--- config.mk ---
export PLATFORM = sky130hd
export DESIGN_NAME = hiq_alu
export DESIGN_NICKNAME = d
export VERILOG_FILES = /design/src/rtl/hiq_pkg.sv /design/src/rtl/hiq_alu.sv
export SDC_FILE = /design/constraint.sdc
export NUM_CORES = 1
export LEC_CHECK = 0
export ABC_AREA = 1
export BUFFER_PORTS_ARGS = -buffer_cell sky130_fd_sc_hd__clkbuf_2
export CAP_MARGIN = 10
export CORE_MARGIN = 1
export CORE_UTILIZATION = 33
export DETAILED_ROUTE_END_ITERATION = 8
export GPL_ROUTABILITY_DRIVEN = 0
export PLACE_DENSITY_LB_ADDON = 0.1
export SLEW_MARGIN = 15
export SYNTH_ARGS = -nofsm -noshare
export SYNTH_HDL_FRONTEND = slang
export SYNTH_SLANG_ARGS = --single-unit
--- constraint.sdc ---
create_clock -name vclk -period 4.9
set_clock_uncertainty 0.15 [all_clocks]
set_input_delay 0.735 -clock vclk [all_inputs]
set_output_delay 0.735 -clock vclk [all_outputs]
set_load 0.1 [all_outputs]
--- src/rtl/hiq_pkg.sv ---
// ----------------------------------------------------------------------------
// hiq_pkg
// Shared types and constants of the histogram equalizer: action codes,
// counter widths, the memory request and the shared arithmetic unit request.
// ----------------------------------------------------------------------------
package hiq_pkg;

	// histogram geometry
	localparam int NUM_BINS = 256;
	localparam int BIN_AW   = 8;
	localparam int CNT_W    = 21;
	localparam int CDF_W    = 29;
	localparam int ALU_W    = 38;
	localparam int DSH_W    = 29;
	localparam int STEP_W   = 3;

	// counter saturation level
	localparam logic [CNT_W-1:0] MAX_PIXELS = CNT_W'(1048576);

	// clamp level of the equalized output
	localparam logic [7:0] TOP_LEVEL = 8'd255;

	// last quotient bit step of the divider
	localparam logic [STEP_W-1:0] LAST_STEP = STEP_W'(7);

	// action codes of an input beat
	typedef enum logic [1:0] {
		ACT_CLEAR = 2'd0,
		ACT_COUNT = 2'd1,
		ACT_MAP   = 2'd2,
		ACT_NONE  = 2'd3
	} action_t;

	// shared unit operations
	typedef enum logic {
		ALU_ADD = 1'b0,
		ALU_SUB = 1'b1
	} alu_op_t;

	typedef struct packed {
		alu_op_t          op;
		logic [ALU_W-1:0] a;
		logic [ALU_W-1:0] b;
	} alu_req_t;

	typedef struct packed {
		logic [ALU_W-1:0] res;
		logic             borrow;
	} alu_rsp_t;

	// bin memory request
	typedef struct packed {
		logic              clr;
		logic              rd;
		logic              wr;
		logic [BIN_AW-1:0] addr;
		logic [CNT_W-1:0]  wdata;
	} mem_req_t;

endpackage

--- src/rtl/hiq_alu.sv ---
// ----------------------------------------------------------------------------
// hiq_alu
// Shared add / subtract unit. Serves the bin increment, the cdf sum, the
// x510 scaling, the rounding add and each compare-and-subtract of the divider.
// ----------------------------------------------------------------------------
module hiq_alu
	import hiq_pkg::*;
(
	input  alu_req_t req,
	output alu_rsp_t rsp
);

	logic [ALU_W:0] sum;

	// one wide adder, borrow taken from the extra top bit
	always_comb begin
		unique case (req.op)
			ALU_ADD: sum = {1'b0, req.a} + {1'b0, req.b};
			ALU_SUB: sum = {1'b0, req.a} - {1'b0, req.b};
			default: sum = '0;
		endcase
	end

	assign rsp.res    = sum[ALU_W-1:0];
	assign rsp.borrow = (req.op == ALU_SUB) && sum[ALU_W];

endmodule

==> results.json, run 1 <==
{
  "dp_hpwl_mm": 13.3,
  "yosysMostFrequentCell": "nand2_1",
  "wl_per_cell_um": 12.7,
  "maxCapViolations": 0,
  "core.rowCount": 40,
  "holdPathEnd": "rsp[17]",
  "crit_path_cell_trace": "clkbuf_2 -> inv_1 -> ha_1 -> nand2_2 -> nor2_4 -> nand2_2 -> o21ai_2 -> xor2_1 -> ha_1 -> nand2_1 -> inv_2 -> a21oi_1 -> inv_1 -> a21oi_1 -> nand2_1 -> nand2_1 -> nand3_1 -> nor2_1 -> buf_12",
  "seq_area_um2": 0,
  "cp_common_cell": "nand2_1",
  "drc": 0,
  "die_h_um": 114,
  "yosysTopAreaCellShare_pct": 28.2,
  "clock_buffers": 0,
  "whs_path_depth": 4,
  "use_met2_pct": 37.5,
  "tns_ps": 0,
  "n_antenna_cell": 0,
  "period_needed_ps": 4580,
  "ctsResizeCount": 0,
  "fin_ws_ps": 321,
  "slew_headroom_pct": 63.9,
  "power_density_nw_per_um2": 309,
  "critPathBufInv": 5,
  "setup_viol": 0,
  "rsz0062_at_grt": "false",
  "critical_path_class": "input port to output port",
  "yosys.area.top_type": "nand2_1",
  "slowest_delay_ps": 340,
  "tightest_slew_ps": 544,
  "nets": 1083,
  "start_util_pct": 34.2,
  "cts_setup_buffers": 0,
  "dr.pass1.iters": 5,
  "syn-cell-area_um2": 4160,
  "vias_per_cell": 4.63,
  "grt_pass1_vias": 4826,
  "p_leak_nw": 3.14,
  "yosys_warnings": 0,
  "outcome": "complete, no violations",
  "worstPathMaxFanout": 5,
  "critPathArrivalTime_ps": 3690,
  "pre_cts_ws_ps": 349,
  "fin_area_um2": 5380,
  "post_dp_cell_area_um2": 5380,
  "via_count": 5238,
  "busiest_layer": "met2",
  "ir_worst_vdd_v": 0.000192,
  "grt_util_met1_pct": 32.7,
  "grt_util_all_layers_pct": 22.1,
  "crit_required_ps": 4010,
  "die-area_um2": 13100,
  "area_growth_pct": 29.4,
  "hp-class": "input port to output port",
  "grt-ovfl-total": 0,
  "antenna_found_initial": 0,
  "postSynthCellCount": 850,
  "grt_pass1_wl_mm": 23.0,
  "avgSynthCellArea_um2": 4.89,
  "grt_max_degree": 21,
  "portBuffers": 116,
  "ios": 116,
  "synthDistinctLibCells": 33,
  "end_kind": "output port",
  "fp.coreArea_um2": 12200,
  "hold_start": "req[54]",
  "yosys-top-cells-area": "nand2_1, inv_1, ha_1",
  "num-fill-cells": 1420,
  "cp_top_family": "simple AND/OR/NAND/NOR gates",
  "hold_viol": 0,
  "synth_seq_area_share_pct": 0,
  "die_x_um": 114,
  "drtIter0Drc": 209,
  "fmax_mhz": 218,
  "postCtsHoldBufs": 0,
  "design.seq.count": 0,
  "holdWs_ps": 1890,
  "grt_use_met3_pct": 0.212,
  "ant_nets": 0,
  "cp_slowest_cell": "ha_1",
  "final_max_slew_viol_count": 0,
  "fin_util_pct": 44.2,
  "setup.worst_path.start_class": "input port",
  "routed_wl_mm": 14.4,
  "drive_above_1_share_pct": 17.4,
  "period_share_pct": 93.4,
  "synthTopCellsByCount": "nand2_1, inv_1, nor2_1",
  "synth_nets": 967
}
## power by group
group	leakage (nW)	internal, W	switching, W	total, W
clock network	0	0	0	0
logic	3.14	0.000487	0.00118	0.00166
registers	0	0	0	0
total	3.14	0.000487	0.00118	0.00166
## metal layers
metal / wire length [um] / vias to the layer above
met3: 612 / 8
met4: 104 / 0
li1: - / 2824
met5: 0 / -
met2: 6410 / 132
met1: 7240 / 2274
## area by class of cell
cell class / instances / area [um2] / share of cell area (%)
multi-input combinational: 681 / 3520 / 65.4
tap: 168 / 210 / 3.91
timing repair buffer: 119 / 1030 / 19.2
inverter: 164 / 616 / 11.4
## worst max-delay path by stage
stage	startpoint	endpoint	slack [ps]	depth (start not counted)
detailed placement	req[1]	rsp[0]	350	19
floorplan	req[1]	rsp[20]	100	16
CTS	req[1]	rsp[0]	340	19
global route	req[1]	rsp[0]	10	19
global placement	req[1]	rsp[0]	370	19
finish	req[1]	rsp[0]	320	19
## kinds of logic after synthesis
kind of cell	Yosys count	synth area share, %
adders and majority gates	40	12.2
buffers and inverters	169	15.3
xor gates and xnor gates	50	10.5
and+or+nand+nor	516	52.0
AOI/OAI and AO/OA	75	9.92
## placed cells by master, fill, tap and decap left out, types with 2 or more instances in the layout
| cell | instances |
|---|---|
| a21oi_1 | 36 |
| a21oi_2 | 2 |
| a31oi_1 | 4 |
| buf_12 | 28 |
| buf_4 | 7 |
| clkbuf_2 | 84 |
| ha_1 | 39 |
| inv_1 | 153 |
| inv_2 | 11 |
| nand2_1 | 313 |
| nand2_2 | 13 |
| nand3_1 | 44 |
| nand3_2 | 5 |
| nand4_1 | 7 |
| nor2_1 | 105 |
| nor2_2 | 8 |
| nor2_4 | 5 |
| nor3_1 | 11 |
| o21ai_0 | 19 |
| o21ai_1 | 7 |
| o21ai_2 | 2 |
| o21bai_1 | 2 |
| xnor2_1 | 12 |
| xor2_1 | 38 |
## metrics by stage
stage / cells / total power (W)
floorplan: 850 / 0.00115
global placement: 1132 / 0.00166
detailed placement: 1132 / 0.00166
CTS: 1132 / 0.00167
global route: 1132 / 0.00176
finish: 1132 / 0.00166
## tightest hold or removal path, cell delays in order
cell	delay (ps)
clkbuf_2	80
ha_1	200
xor2_1	120
buf_12	170
No activity file was read; power rests on OpenSTA's default activity.
==> inputs of run 2 (changes only) <==
CORE_ASPECT_RATIO = 1.25   (was unset)
PLACE_DENSITY = 0.52   (was unset)
PLACE_DENSITY_LB_ADDON = unset   (was 0.1)
==> results.json, run 2 (synthesized netlist as in run 1, its figures left out) <==
{
  "outcome": "complete, no violations",
  "postCtsHoldBufs": 0,
  "wl_per_cell_um": 13.0,
  "grt-ovfl-total": 0,
  "nets": 1084,
  "vias_per_cell": 4.66,
  "p_leak_nw": 3.14,
  "design.seq.count": 0,
  "drc": 0,
  "fmax_mhz": 217,
  "setup.worst_path.start_class": "input port",
  "tightest_slew_ps": 541,
  "combinationalPowerShare_pct": 100.0,
  "antenna_found_initial": 0,
  "cts_setup_buffers": 0,
  "dp_hpwl_mm": 13.4,
  "grt_util_all_layers_pct": 22.6,
  "clockPowerShare_pct": 0,
  "tns_ps": 0,
  "switching_power_w": 0.00118,
  "fin_area_um2": 5390,
  "die_h_um": 128,
  "drive_above_1_share_pct": 17.5,
  "power_w": 0.00167,
  "period_share_pct": 93.9,
  "critPathArrivalTime_ps": 3720,
  "p_int_w": 0.000490,
  "ctsResizeCount": 0,
  "hp-class": "input port to output port",
  "critical_path_class": "input port to output port",
  "end_kind": "output port",
  "setup_viol": 0,
  "final_max_slew_viol_count": 0,
  "area_growth_pct": 29.5,
  "pre_cts_ws_ps": 340,
  "core.rowCount": 45,
  "grt_pass1_vias": 4817,
  "post_dp_cell_area_um2": 5390,
  "ios": 116,
  "rsz0062_at_grt": "false",
  "fin_ws_ps": 299,
  "crit_required_ps": 4010,
  "via_count": 5262,
  "ant_nets": 0,
  "drtIter0Drc": 255,
  "power_density_nw_per_um2": 310,
  "layout_commonest_cell": "nand2_1",
  "p_sw_share_pct": 70.7,
  "die-area_um2": 13100,
  "worstPathMaxFanout": 5,
  "portBuffers": 116,
  "fp.coreArea_um2": 12200,
  "hold_viol": 0,
  "grt_pass1_wl_mm": 23.3,
  "ir_worst_vdd_v": 0.000200,
  "slew_headroom_pct": 64.1,
  "period_needed_ps": 4600,
  "clock_buffers": 0,
  "maxCapViolations": 0,
  "seq_area_um2": 0,
  "final_cell_mix": "nand2_1, inv_1, nor2_1",
  "grt_max_degree": 21,
  "die_x_um": 102,
  "routed_wl_mm": 14.7,
  "num-fill-cells": 1407,
  "n_antenna_cell": 0,
  "dr.pass1.iters": 6,
  "power_frac_seq_pct": 0,
  "start_util_pct": 34.1
}
==> run 2: cell types whose count changed in the layout (fill, tap and decap cells not counted) <==
| cell | previous run | this run |
|---|---|---|
| buf_4 | 7 | 10 |
| clkbuf_2 | 84 | 82 |
==> run 2: final timing paths <==
check / from / to / slack (ps) / cells past startpoint
setup / recovery: req[1] / rsp[0] / 300 / 19
hold / removal: req[53] / rsp[16] / 1890 / 4
==> run 2: power groups by stage <==
stage / Sequential, W / Clock (W) / Combinational, W
global placement: 0 / 0 / 0.00167
detailed placement: 0 / 0 / 0.00167
CTS: 0 / 0 / 0.00168
global route: 0 / 0 / 0.00177
floorplan: 0 / 0 / 0.00115
finish: 0 / 0 / 0.00167
==> run 2: per-layer routing <==
layer | up-vias | share of wire, % | GRT usage, %
li1 | 2837 | - | -
met3 | 8 | 3.6 | 0.0547
met5 | - | 0 | 0
met4 | 0 | 0.95 | 1.93
met1 | 2291 | 47 | 30.4
met2 | 126 | 49 | 41.3
==> run 2: stage by stage <==
| step | hold WS, ps | utilization, % | std cells |
|---|---|---|---|
| after CTS | 1880 | 44.1 | 1129 |
| after detailed placement | 1880 | 44.1 | 1129 |
| final | 1890 | 44.1 | 1129 |
| after global routing | 1900 | 44.1 | 1129 |
| after global placement | 1880 | 44.1 | 1129 |
| after floorplan | 1780 | - | 850 |
==> run 2: cell type report <==
class	instances	area [um2]	area share [%]
repair buffers	120	1050	19.4
well taps	164	205	3.81
inverters	164	616	11.4
multi-input cells	681	3520	65.4
==> run 2: worst max-delay path, stage by stage <==
cell      delay (ps)
clkbuf_2          80
inv_1            110
ha_1             190
nand2_2           90
nor2_4           170
nand2_2          140
o21ai_2          190
xor2_1           220
ha_1             340
nand2_1          140
inv_2             40
a21oi_1          240
inv_1             70
a21oi_1          200
nand2_1           90
nand2_1           90
nand3_1          110
nor2_1           240
buf_12           210
